--- config.mk ---
export PLATFORM = sky130hd
export DESIGN_NAME = push_to_talk_gesture_fsm_unit
export DESIGN_NICKNAME = d
export VERILOG_FILES = /design/src/hdl/ptt_pkg.sv /design/src/hdl/push_to_talk_gesture_fsm_unit.sv /design/src/hdl/ptt_step.sv
export SDC_FILE = /design/constraint.sdc
export NUM_CORES = 1
export LEC_CHECK = 0
export ABC_CLOCK_PERIOD_IN_PS = 8900
export BUFFER_PORTS_ARGS = -buffer_cell sky130_fd_sc_hd__buf_2
export CAP_MARGIN = 0
export CORE_AREA = 4 4 128 155
export DETAILED_ROUTE_END_ITERATION = 7
export DIE_AREA = 0 0 132 159
export HOLD_SLACK_MARGIN = 0.12
export PLACE_DENSITY = 0.89
export SLEW_MARGIN = 20
export SYNTH_ARGS = -nofsm -noshare
export SYNTH_HDL_FRONTEND = slang
export SYNTH_SLANG_ARGS = --single-unit
--- constraint.sdc ---
create_clock -name clk -period 8.9 [get_ports clk]
set_clock_uncertainty 0.15 [all_clocks]
set_input_delay 1.335 -clock clk [delete_from_list [all_inputs] [get_ports clk]]
set_output_delay 1.335 -clock clk [all_outputs]
set_load 0.05 [all_outputs]
--- src/hdl/ptt_pkg.sv ---
// ----------------------------------------------------------------------------
// ptt_pkg
// Shared types and constants for the push-to-talk gesture detector.
// ----------------------------------------------------------------------------
package ptt_pkg;

  // recording mode codes
  localparam logic [1:0] MODE_STANDBY = 2'd0;
  localparam logic [1:0] MODE_HOLD    = 2'd1;
  localparam logic [1:0] MODE_LATCH   = 2'd2;

  // configuration register indexes
  localparam logic CFG_HOLD_MS       = 1'b0;
  localparam logic CFG_TAP_WINDOW_MS = 1'b1;

  // configuration reset values
  localparam logic [15:0] HOLD_MS_RESET       = 16'd250;
  localparam logic [15:0] TAP_WINDOW_MS_RESET = 16'd400;

  // gesture tracking state carried from sample to sample
  typedef struct packed {
    logic [1:0]  rec_mode;
    logic        prev_button;
    logic        prev_link;
    logic [15:0] press_timer;
    logic [15:0] tap_gap_timer;
    logic        first_tap_seen;
    logic [31:0] record_timer;
    logic [31:0] clip_length;
  } gesture_state_t;

  // sample fields
  typedef struct packed {
    logic       button_down;
    logic       link_up;
    logic [7:0] elapsed_ms;
  } sample_t;

endpackage

--- src/hdl/push_to_talk_gesture_fsm_unit.sv ---
// ----------------------------------------------------------------------------
// push_to_talk_gesture_fsm_unit
// Tap, hold and double-tap detector driving a push-to-talk hotkey.
// ----------------------------------------------------------------------------
// Takes one sample per clock while in_ready is high (button level, link
// level, elapsed ms) and gives one result per sample, in the cycle after
// the sample transaction, from the output register. The sample path is a
// single pass of adders and compares between the state registers and the
// output register, so a new sample is accepted every cycle while the output
// register is empty or being drained in the same cycle. Configuration writes
// are always accepted and take effect for the next sample.
module push_to_talk_gesture_fsm_unit (
  input  logic        clk,
  input  logic        rst,
  // sample channel
  input  logic        in_valid,
  output logic        in_ready,
  input  logic        button_down,
  input  logic        link_up,
  input  logic [7:0]  elapsed_ms,
  // result channel
  output logic        out_valid,
  input  logic        out_ready,
  output logic        combo_held,
  output logic [1:0]  state_code,
  output logic        linked,
  output logic        tap_pending,
  output logic [31:0] recording_ms,
  output logic [31:0] last_clip_ms,
  // configuration channel
  input  logic        cfg_valid,
  output logic        cfg_ready,
  input  logic        cfg_index,
  input  logic [15:0] cfg_data
);
  import ptt_pkg::*;

  gesture_state_t state;
  gesture_state_t state_next;
  sample_t        sample;
  logic [15:0]    hold_ms;
  logic [15:0]    tap_window_ms;
  logic           in_fire;
  logic           recording_next;

  assign cfg_ready = 1'b1;
  assign in_ready  = ~out_valid | out_ready;
  assign in_fire   = in_valid & in_ready;

  // configuration registers
  always_ff @(posedge clk) begin
    if (rst) begin
      hold_ms       <= HOLD_MS_RESET;
      tap_window_ms <= TAP_WINDOW_MS_RESET;
    end else if (cfg_valid) begin
      unique case (cfg_index)
        CFG_HOLD_MS:       hold_ms       <= cfg_data;
        CFG_TAP_WINDOW_MS: tap_window_ms <= cfg_data;
        default:           ;
      endcase
    end
  end

  // next-state logic for the incoming sample
  assign sample.button_down = button_down;
  assign sample.link_up     = link_up;
  assign sample.elapsed_ms  = elapsed_ms;

  ptt_step u_step (
    .cur           (state),
    .sample        (sample),
    .hold_ms       (hold_ms),
    .tap_window_ms (tap_window_ms),
    .nxt           (state_next)
  );

  // gesture state
  always_ff @(posedge clk) begin
    if (rst) begin
      state <= '0;
    end else if (in_fire) begin
      state <= state_next;
    end
  end

  assign recording_next = (state_next.rec_mode != MODE_STANDBY);

  // output register valid
  always_ff @(posedge clk) begin
    if (rst) begin
      out_valid <= 1'b0;
    end else if (in_fire) begin
      out_valid <= 1'b1;
    end else if (out_ready) begin
      out_valid <= 1'b0;
    end
  end

  // output register payload
  always_ff @(posedge clk) begin
    if (in_fire) begin
      combo_held   <= recording_next;
      state_code   <= state_next.rec_mode;
      linked       <= state_next.prev_link;
      tap_pending  <= state_next.first_tap_seen;
      recording_ms <= recording_next ? state_next.record_timer : 32'd0;
      last_clip_ms <= state_next.clip_length;
    end
  end

  // idle result shows no recording
  a_idle_quiet: assert property (@(posedge clk) disable iff (rst)
    (out_valid && state_code == MODE_STANDBY) |-> (recording_ms == 32'd0 && !combo_held))
    else $error("idle result shows recording activity");

  // hotkey held exactly while recording
  a_combo_mode: assert property (@(posedge clk) disable iff (rst)
    out_valid |-> (combo_held == (state_code != MODE_STANDBY)))
    else $error("combo_held disagrees with state_code");

  // link down forces idle with no pending tap
  a_link_down_idle: assert property (@(posedge clk) disable iff (rst)
    (in_fire && !link_up) |=> (state_code == MODE_STANDBY && !tap_pending && !linked))
    else $error("gesture active while link down");

  // every sample transaction yields a result
  a_result_follows: assert property (@(posedge clk) disable iff (rst)
    in_fire |=> out_valid)
    else $error("sample transaction without result");

endmodule

--- src/hdl/ptt_step.sv ---
// ----------------------------------------------------------------------------
// ptt_step
// Next-state logic for one sample: timer advance, link edges, hold check,
// release handling and tap expiry.
// ----------------------------------------------------------------------------
module ptt_step (
  input  ptt_pkg::gesture_state_t cur,
  input  ptt_pkg::sample_t        sample,
  input  logic [15:0]             hold_ms,
  input  logic [15:0]             tap_window_ms,
  output ptt_pkg::gesture_state_t nxt
);
  import ptt_pkg::*;

  logic        pressed_edge;
  logic        released_edge;
  logic [16:0] press_sum;
  logic [16:0] gap_sum;
  logic [32:0] rec_sum;
  logic [15:0] press_adv;
  logic [15:0] gap_adv;
  logic [31:0] rec_adv;
  logic        recording_in;

  // edges against the previous sample
  assign pressed_edge  = sample.button_down & ~cur.prev_button;
  assign released_edge = ~sample.button_down & cur.prev_button;
  assign recording_in  = (cur.rec_mode != MODE_STANDBY);

  // saturating timer advance
  assign press_sum = {1'b0, cur.press_timer} + {9'd0, sample.elapsed_ms};
  assign gap_sum   = {1'b0, cur.tap_gap_timer} + {9'd0, sample.elapsed_ms};
  assign rec_sum   = {1'b0, cur.record_timer} + {25'd0, sample.elapsed_ms};
  assign press_adv = press_sum[16] ? 16'hFFFF : press_sum[15:0];
  assign gap_adv   = gap_sum[16] ? 16'hFFFF : gap_sum[15:0];
  assign rec_adv   = rec_sum[32] ? 32'hFFFF_FFFF : rec_sum[31:0];

  // gesture decisions in sample order
  always_comb begin
    nxt = cur;
    nxt.press_timer   = press_adv;
    nxt.tap_gap_timer = gap_adv;
    if (recording_in) begin
      nxt.record_timer = rec_adv;
    end

    // link edges
    if (sample.link_up && !cur.prev_link) begin
      if (recording_in) begin
        nxt.clip_length = nxt.record_timer;
      end
      nxt.rec_mode       = MODE_STANDBY;
      nxt.first_tap_seen = 1'b0;
    end else if (!sample.link_up && cur.prev_link) begin
      nxt.rec_mode       = MODE_STANDBY;
      nxt.first_tap_seen = 1'b0;
    end
    nxt.prev_link   = sample.link_up;
    nxt.prev_button = sample.button_down;

    // gestures only with the link up
    if (sample.link_up) begin
      if (pressed_edge) begin
        nxt.press_timer = '0;
      end
      if (nxt.rec_mode == MODE_STANDBY && sample.button_down &&
          nxt.press_timer >= hold_ms) begin
        nxt.record_timer = '0;
        nxt.rec_mode     = MODE_HOLD;
      end
      if (released_edge) begin
        if (nxt.rec_mode != MODE_STANDBY) begin
          nxt.clip_length    = nxt.record_timer;
          nxt.rec_mode       = MODE_STANDBY;
          nxt.first_tap_seen = 1'b0;
        end else if (nxt.press_timer < hold_ms) begin
          if (nxt.first_tap_seen && nxt.tap_gap_timer <= tap_window_ms) begin
            nxt.record_timer   = '0;
            nxt.rec_mode       = MODE_LATCH;
            nxt.first_tap_seen = 1'b0;
          end else begin
            nxt.first_tap_seen = 1'b1;
            nxt.tap_gap_timer  = '0;
          end
        end
      end
      // lone tap expires
      if (nxt.first_tap_seen && nxt.tap_gap_timer > tap_window_ms) begin
        nxt.first_tap_seen = 1'b0;
      end
    end
  end

endmodule
== Yosys cells after proc, flatten, opt, wreduce, memory -nomap -nowiden ==
Index checks and enable logic that the tools add are counted.
Word-level totals
  bits in registers: 203
  output and inout bits: 72
  logic and storage cells: 81
Operators by class
  $add $sub $neg: 3
  order comparisons: 4
  multiplexer cells: 34
  bitwise gates (word level): 8
  reductions and logical operators: 15
Operators by type and width (number)
  32-bit two-way mux: 8
  81-bit two-way mux: 2
  97-bit two-way mux: 1
  16-bit two-way mux: 6
  49-bit two-way mux: 1
  16-bit by 8-bit adder with 17-bit output: 2
  32-bit by 8-bit adder with 33-bit output: 1
  2-bit two-way mux: 9
  16-bit >= comparator: 1
  16-bit greater-than comparator: 1
  16-bit less-or-equal comparator: 1
  16-bit < comparator: 1
  2-bit nonzero test: 4
  1-bit two-way mux: 7
  1-bit logical AND: 6
  1-bit NOT: 4
  2-bit AND reduction: 2
  1-bit AND: 3
  1-bit logical NOT: 2
  2-bit logical NOT: 1
  1-bit OR: 1

== Logic depth before layout (Yosys ltp) ==
Gate-level depths: netlist of run 1.
  word-level depth: 17
  mapped depth: 30
  mapped depth without buffers: 28

== Hierarchy ==
Synthesis of run 1 repeated with hierarchy kept, for this count alone.
Unflattened totals
  cell total of the unflattened synthesis: 1430
  area, all modules: 12527.0 µm²
By module, submodules not included
  push_to_talk_gesture_fsm_unit: times used 1, cells each 717, area an instance 7983.9 µm²
  ptt_step: times used 1, cells each 713, area an instance 4543.1 µm²

== Least setup slack after synthesis of run 1 ==
Ideal clock, no wire load.
  kind: in2reg
  start: input elapsed_ms[0]
  end: register tap_pending, data pin
  setup time: 169 ps
  data arrival time: 6605 ps
  setup slack: 1976 ps
  stages: 28
  path buffers: 1
  cell sequence: ha_1 -> fa_1 -> and2_1 -> o21ai_1 -> a21oi_1 -> o41ai_2 -> nor2_1 -> nand3_1 -> mux2_2 -> ha_1 -> nand4_1 -> nor3_1 -> mux2i_1 -> o21ai_0 -> and2_1 -> a21o_1 -> a21oi_1 -> buf_2 -> nor2_1 -> ha_1 -> a21o_1 -> a21o_1 -> a21oi_1 -> nor2_1 -> a211oi_1 -> o211a_1 -> a21oi_1 -> o31ai_1
RTL lines
  start: declaration: line push_to_talk_gesture_fsm_unit.sv:20  | input logic [7:0] elapsed_ms,
  end signal: assignment: line push_to_talk_gesture_fsm_unit.sv:105  | tap_pending <= state_next.first_tap_seen;
  end: declaration: line push_to_talk_gesture_fsm_unit.sv:27  | output logic tap_pending,

==> impl_results.md, run 1 <==
* Grt ovf at 0
* Critical path class: input port to flop
* Count of cell types in the netlist at slightly above 70
* Pre-antenna DRT Iters at 6
* Asr flop ratio synth at 0
* Buf+Inv Stages, Crit Path at 2
* Fillers at 1417
* Share of the synthesized area in the top cell type at 0.2470
* FF+latch count, synth at 203
* Hold buffer count at cts at 0
* Worst-path fanout max at 16
* VDD IR-drop max at 0.1648 mV
* Crit start category: input port
* Starting Density at 0.5975
* FMAX at 144.4 MHz
* CP delay by family, top: compound AO/OA/AOI/OAI gates
* DR vias at 9347
* Seq/Total Area, Yosys at 0.4378
* Synth area leader: dfxtp_1
* Largest net degree at the start of global routing at 84
* Die Height at 159 um
* # Post-CTS Setup Buffers at 0
* Slowest CP cell: o41ai_2
* Final setup viols at 0
* Synth Flop Type: dfxtp_1
* Hold Path Class: flop to flop
* Max-cap violations at 0
* H-tree depth at 1
* Hold Vio Cnt, Final at 0
* Min cycle time layout at 6.925 ns
* Drt via density at 6.003
* Clk_lat worst skew at 0.50 ns
* CTS sink cnt at ~200
* Mapped cell area at 10860 um2
* Clock Path Buffers at 3
* Final Cycle Share at 0.7781
* Cts bufs inserted at 20
* Power Density at 188.4 nW/um2
* Worst Max-Slew Pin Slew at approximately 1.1 ns
* WL final at 26140 um
* Core ar. at roughly 18000 um2
* Worst-path clk slew at 0.07 ns
* GPL Wtd Cong at roughly 0.91
* WL/cell at 16.79 um
* Post-layout util at 0.6704
* Slew HR at 0.2817
* Root buf cell: clkbuf_16
* TritonCTS clock tree: done
* Worst path required time at 9.08 ns
* RSZ-0062 raised after global routing: no
* Remaining design rule violation count at 0
* IO buf count at a little over 100
* Syn. warnings at 0
* Initial DRC count at approximately 840
* Slew Limit Fails at 0
* First-pass GRT wire length at 42770 um
* Vias in the first global route at around 8900
* GR Util All Layers at 0.2415
* Layout area overhead at 12.20%
* Most common cell after layout, fill and taps aside: nand2_1
* Share of layout cells above drive strength 1 at 0.1314
* Top cell by count, worst path: a21oi_1
* Data arrival, critical path at 7.11 ns
* Syn_area_per_cell at 8.722 um2
* Io pins at approximately 100
* Cell count after synthesis at about 1200
* Post-cts gate resize count at 0
* CP endpoint kind: flop
* Initial antenna violation count at 3
* Mapped Nets at 1352
* Final TNS setup at 0 ns
* Post-synth EDFFs at 69
* Die span in x at 132 um
* Nets at around 1400
* Status: finished clean
* Post-DRT Antenna Nets at 0
* Most frequent cells in the layout: nand2_1, nor2_1, dfxtp_1
* Synth area leaders: dfxtp_1, edfxtp_1, ha_1
* FP Rows at 54
* Die area at 20990 um2
* Hpwl dp at 18640 um
* Lkg Pwr at 0.004914 uW
* Max incr delay on CP at 0.44 ns
[tightest hold or removal path: cells and delay by family, from the launching register on]
family,cells,cell delay [ns]
AND/OR/NAND/NOR,1,0.05
flip-flops,1,0.31
AO/OA/AOI/OAI,1,0.05
[area by class of cell]
class	count	area, um2	share of cell area
Sequential cell	203	4755	0.3902
Timing Repair Buffer	110	570.5	0.04683
Clock inverter	11	143.9	0.01181
Inverter	59	221.5	0.01818
Tap cell	224	280.3	0.02300
Clock buffer	25	550.5	0.04518
Multi-Input combinational cell	924	5660	0.4646
Antenna cell	1	2.502	0.0002054
[final timing paths]
path / startpoint / endpoint / slack (ns) / depth (start not counted)
worst max-delay path: elapsed_ms[0] / tap_pending / 1.97 / 29
worst min-delay path: hold_ms[8] / hold_ms[8] / 0.30 / 2
worst max register to register: state[65] / tap_pending / 2.62 / 28
worst min register to register: hold_ms[8] / hold_ms[8] / 0.30 / 2
[logic make-up (layout without fill, tap and decap cells)]
family                   Yosys count  after routing  share of synthesized area
other                              1              2                  0.0003453
AND/OR/NAND/NOR                  478            478                     0.2018
flip-flops                       203            203                     0.4378
XOR/XNOR                          28             28                    0.02258
AO/OA/AOI/OAI                    332            332                     0.1970
buffers and inverters            118            205                    0.04263
adder cells (fa/ha/maj)           75             75                    0.08849
multiplexers                      10             10                   0.009333
[per-stage QoR]
step	worst slack, ns	hold slack, ns	cells	area, um2	total power [uW]
global route	1.516	0.3220	1557	12180	2386
finish	1.975	0.3033	1557	12180	2295
floorplan	1.976	0.2791	1245	10860	1321
CTS	2.007	0.3058	1556	12180	2302
global placement	1.659	0.2910	1520	11480	1402
detailed placement	1.506	0.2970	1520	11480	1416
[layer usage]
| metal | share of wire | track usage | vias up |
|---|---|---|---|
| met4 | 0.043 | 0.1146 | 4 |
| met5 | 0.0012 | 0 | - |
| met1 | 0.40 | 0.2887 | 4354 |
| met2 | 0.49 | 0.4237 | 338 |
| li1 | - | - | 4561 |
| met3 | 0.062 | 0.03856 | 90 |
[cells in the mapped netlist, drive strengths merged (13+ instances only)]
library cell,n
nor3,13
ha,72
nor2b,18
nand4,18
nand3,32
dfxtp,134
and3,16
buf,17
o21ai,110
o2bb2ai,14
a21o,18
nand2,185
clkbuf,42
a21oi,82
edfxtp,69
nor2,151
inv,59
a211oi,40
xnor2,24
[sequential cells by signal, summed over array words and instances (netlist names)]
| register | count |
|---|---|
| state | 101 |
| last_clip_ms | 32 |
| recording_ms | 32 |
| hold_ms | 16 |
| tap_window_ms | 16 |
| state_code | 2 |
| combo_held | 1 |
| linked | 1 |
| out_valid | 1 |
| tap_pending | 1 |
[power breakdown]
part,total (uW),internal (uW),switching [uW]
registers,1020,999,18.5
logic,385,122,263
clock network,893,529,364
Note: power is estimated with default switching activity, not from simulation.
==> run 2: changes to the inputs <==
- ABC_CLOCK_PERIOD_IN_PS: 8900 -> 5900
- CORE_AREA: 4 4 128 155 -> 4 4 135 163
- DIE_AREA: 0 0 132 159 -> 0 0 139 167
- PLACE_DENSITY: 0.89 -> 0.85
- clock period: 8.9 -> 5.9 ns (I/O delays scaled with it)
==> run 2 against run 1 <==
  * Total power increased by 55%
  * Sequential cell count unchanged
  * Worst hold slack improved by 0.0030 ns
  * Worst setup slack got worse by 1.8 ns
  * Cell area increased by 6.5%
  * First-iteration DRC count decreased by 30%
  * Core utilization decreased by 3.0 points
  * Global-route usage decreased by 0.98 points
  * Clock-buffer cell count decreased by 3
  * Clock power increased by 53%
  * Critical path type unchanged
  * Largest cell class unchanged
  * Largest power group unchanged
==> impl_results.md, run 2 (same netlist as run 1, synthesis figures left out) <==
* Clock Path Buffers at 3 (unchanged)
* Nets at 1505 (+5.6%)
* TritonCTS clock tree: done
* Most frequent cells in the layout: nand2_1, nor2_1, dfxtp_1
* Data arrival, critical path at 5.92 ns (-1.19 ns)
* Lkg Pwr at 0.005321 uW (+8.3%)
* Final TNS setup at 0 ns (unchanged)
* Hold buffer count at cts at 0 (unchanged)
* Hpwl dp at 20380 um (+9.3%)
* Power Density at 274.8 nW/um2 (+46%)
* Antenna diode count at 0 (-1)
* Slew HR at 0.3086 (+0.02690)
* Worst path required time at 6.05 ns (-3.03 ns)
* Grt ovf at 0 (unchanged)
* RSZ-0062 raised after global routing: no
* CP endpoint kind: flop
* Layout area overhead at 19.45%
* Critical path class: input port to flop
* Vias in the first global route at 9471 (+6.0%)
* Worst-path fanout max at 6 (-10)
* Post-layout power at 3565 uW (+55%)
* Core ar. at 20250 um2 (+11%)
* H-tree depth at 1 (unchanged)
* Die Height at 167 um (+5.0%)
* First-pass GRT wire length at 45400 um (+6.1%)
* Status: finished clean
* Final Cycle Share at 0.9780
* Die span in x at 139 um (+5.3%)
* PnR worst setup slack at 0.1299 ns (-1.845 ns)
* Post-DRT Antenna Nets at 0 (unchanged)
* DR vias at 9602 (+2.7%)
* Remaining design rule violation count at 0 (unchanged)
* Post-place setup slack at -0.4806 ns (-1.987 ns)
* Biggest regs: state: 101 flops, last_clip_ms: 32 flops, recording_ms: 32 flops
* Largest net degree at the start of global routing at 62 (-26%)
* Crit start category: input port
* VDD IR-drop max at 0.2439 mV (+48%)
* Clk_lat worst skew at 0.51 ns (about the same)
* CTS sink cnt at 203 (unchanged)
* Worst Max-Slew Pin Slew at 1.035 ns (-0.03963 ns)
* WL final at 27850 um (+6.5%)
* Cts bufs inserted at 21 (+5.0%)
* Initial antenna violation count at 0 (-3)
* Die area at 23210 um2 (+11%)
* Pre-antenna DRT Iters at 5 (-1)
* Drt via density at 5.722 (-4.7%)
* Min cycle time layout at roughly 5.8 ns
* IO buf count at 102 (unchanged)
* Share of layout cells above drive strength 1 at 0.1953 (+0.06395)
* Largest register FFs at 101 (unchanged)
* Worst-path clk slew at 0.07 ns (about the same)
* Final setup viols at 0 (unchanged)
* Max-cap violations at 0 (unchanged)
* WL/cell at 16.59 um (-1.2%)
* FP Rows at 57 (+5.6%)
* Io pins at 104 (unchanged)
* FMAX at 173.3 MHz
* Initial DRC count at 592 (-30%)
* Slew Limit Fails at 0 (unchanged)
* Root buf cell: clkbuf_16
* Starting Density at 0.5361 (-0.06134)
* Min Hold Slack at 0.3063 ns (+0.002959 ns)
* Hold Vio Cnt, Final at 0 (unchanged)
* GPL Wtd Cong at 0.9602 (+5.4%)
* Biggest register: state
* Hold Path Class: flop to flop
* GR Util All Layers at 0.2316 (-0.009834)
* Most common cell after layout, fill and taps aside: nand2_1
[run 2: changes by cell type in the layout (fill, tap and decap cells not counted), sizes merged]
cell,delta
clkbuf,-3
diode,-1
inv,+2
clkinv,+4
buf,+79
clkinvlp,-1
[run 2: area by class of cell]
cell class              instances  area (um2)
flip-flops and latches        203        4755
repair buffers                189        1180
clock inverters                16       178.9
inverters                      59       221.5
multi-input cells             924        5776
fillers                      1694        7283
well taps                     265       331.6
clock buffers                  22       529.3
[run 2: per-stage QoR]
stage / cells / utilization / cell area, um2
4_1_cts: 1675 / 0.6366 / 12890
5_1_grt: 1678 / 0.6404 / 12970
6_report: 1678 / 0.6404 / 12970
2_1_floorplan: 1245 / - / 10930
3_5_place_dp: 1637 / 0.6016 / 12190
3_3_place_gp: 1637 / 0.6016 / 12190
[run 2: worst paths after layout]
check	slack [ns]	from	cells after the start	to
worst max-delay path	0.13	elapsed_ms[0]	27	tap_pending
worst max register to register	0.34	state[81]	26	tap_pending
worst min-delay path	0.31	hold_ms[10]	2	hold_ms[10]
worst min register to register	0.31	hold_ms[10]	2	hold_ms[10]
[run 2: critical path, cell delays in order]
cell and delay [ns]:
buf_2 0.13, ha_1 0.24, fa_1 0.42, a21o_1 0.20
a21oi_2 0.17, nand2b_1 0.16, a211oi_1 0.12, nand3_1 0.18
nand2_1 0.08, mux2i_1 0.15, nor2_1 0.07, ha_1 0.31
a21o_1 0.19, a221o_1 0.35, o211ai_2 0.21, o2111ai_2 0.21
a21oi_4 0.25, nor2_1 0.08, ha_1 0.30, a21o_1 0.16
a21o_1 0.17, a21oi_1 0.16, nor2_1 0.07, a211oi_2 0.17
o211a_1 0.18, a21oi_1 0.05, o31ai_1 0.25
[run 2: what timing repair did]
action,4_1_cts,5_1_grt
endpoints found under the setup margin,0,2
resized for setup,0,15
setup buffers,0,3
[run 2: layer usage]
layer,part of all wire,global-route usage,vias up
met2,0.50,0.4221,299
li1,-,-,4720
met1,0.40,0.2703,4507
met4,0.042,0.1009,0
met5,0,0,-
met3,0.060,0.03241,76
[run 2: power by group]
part	internal, uW	leakage, uW	total [uW]	switching [uW]
Clock	793	0.000339	1370	572
Combinational	241	0.00320	664	423
Sequential	1510	0.00178	1540	28.9
Total	2540	0.00532	3560	1020
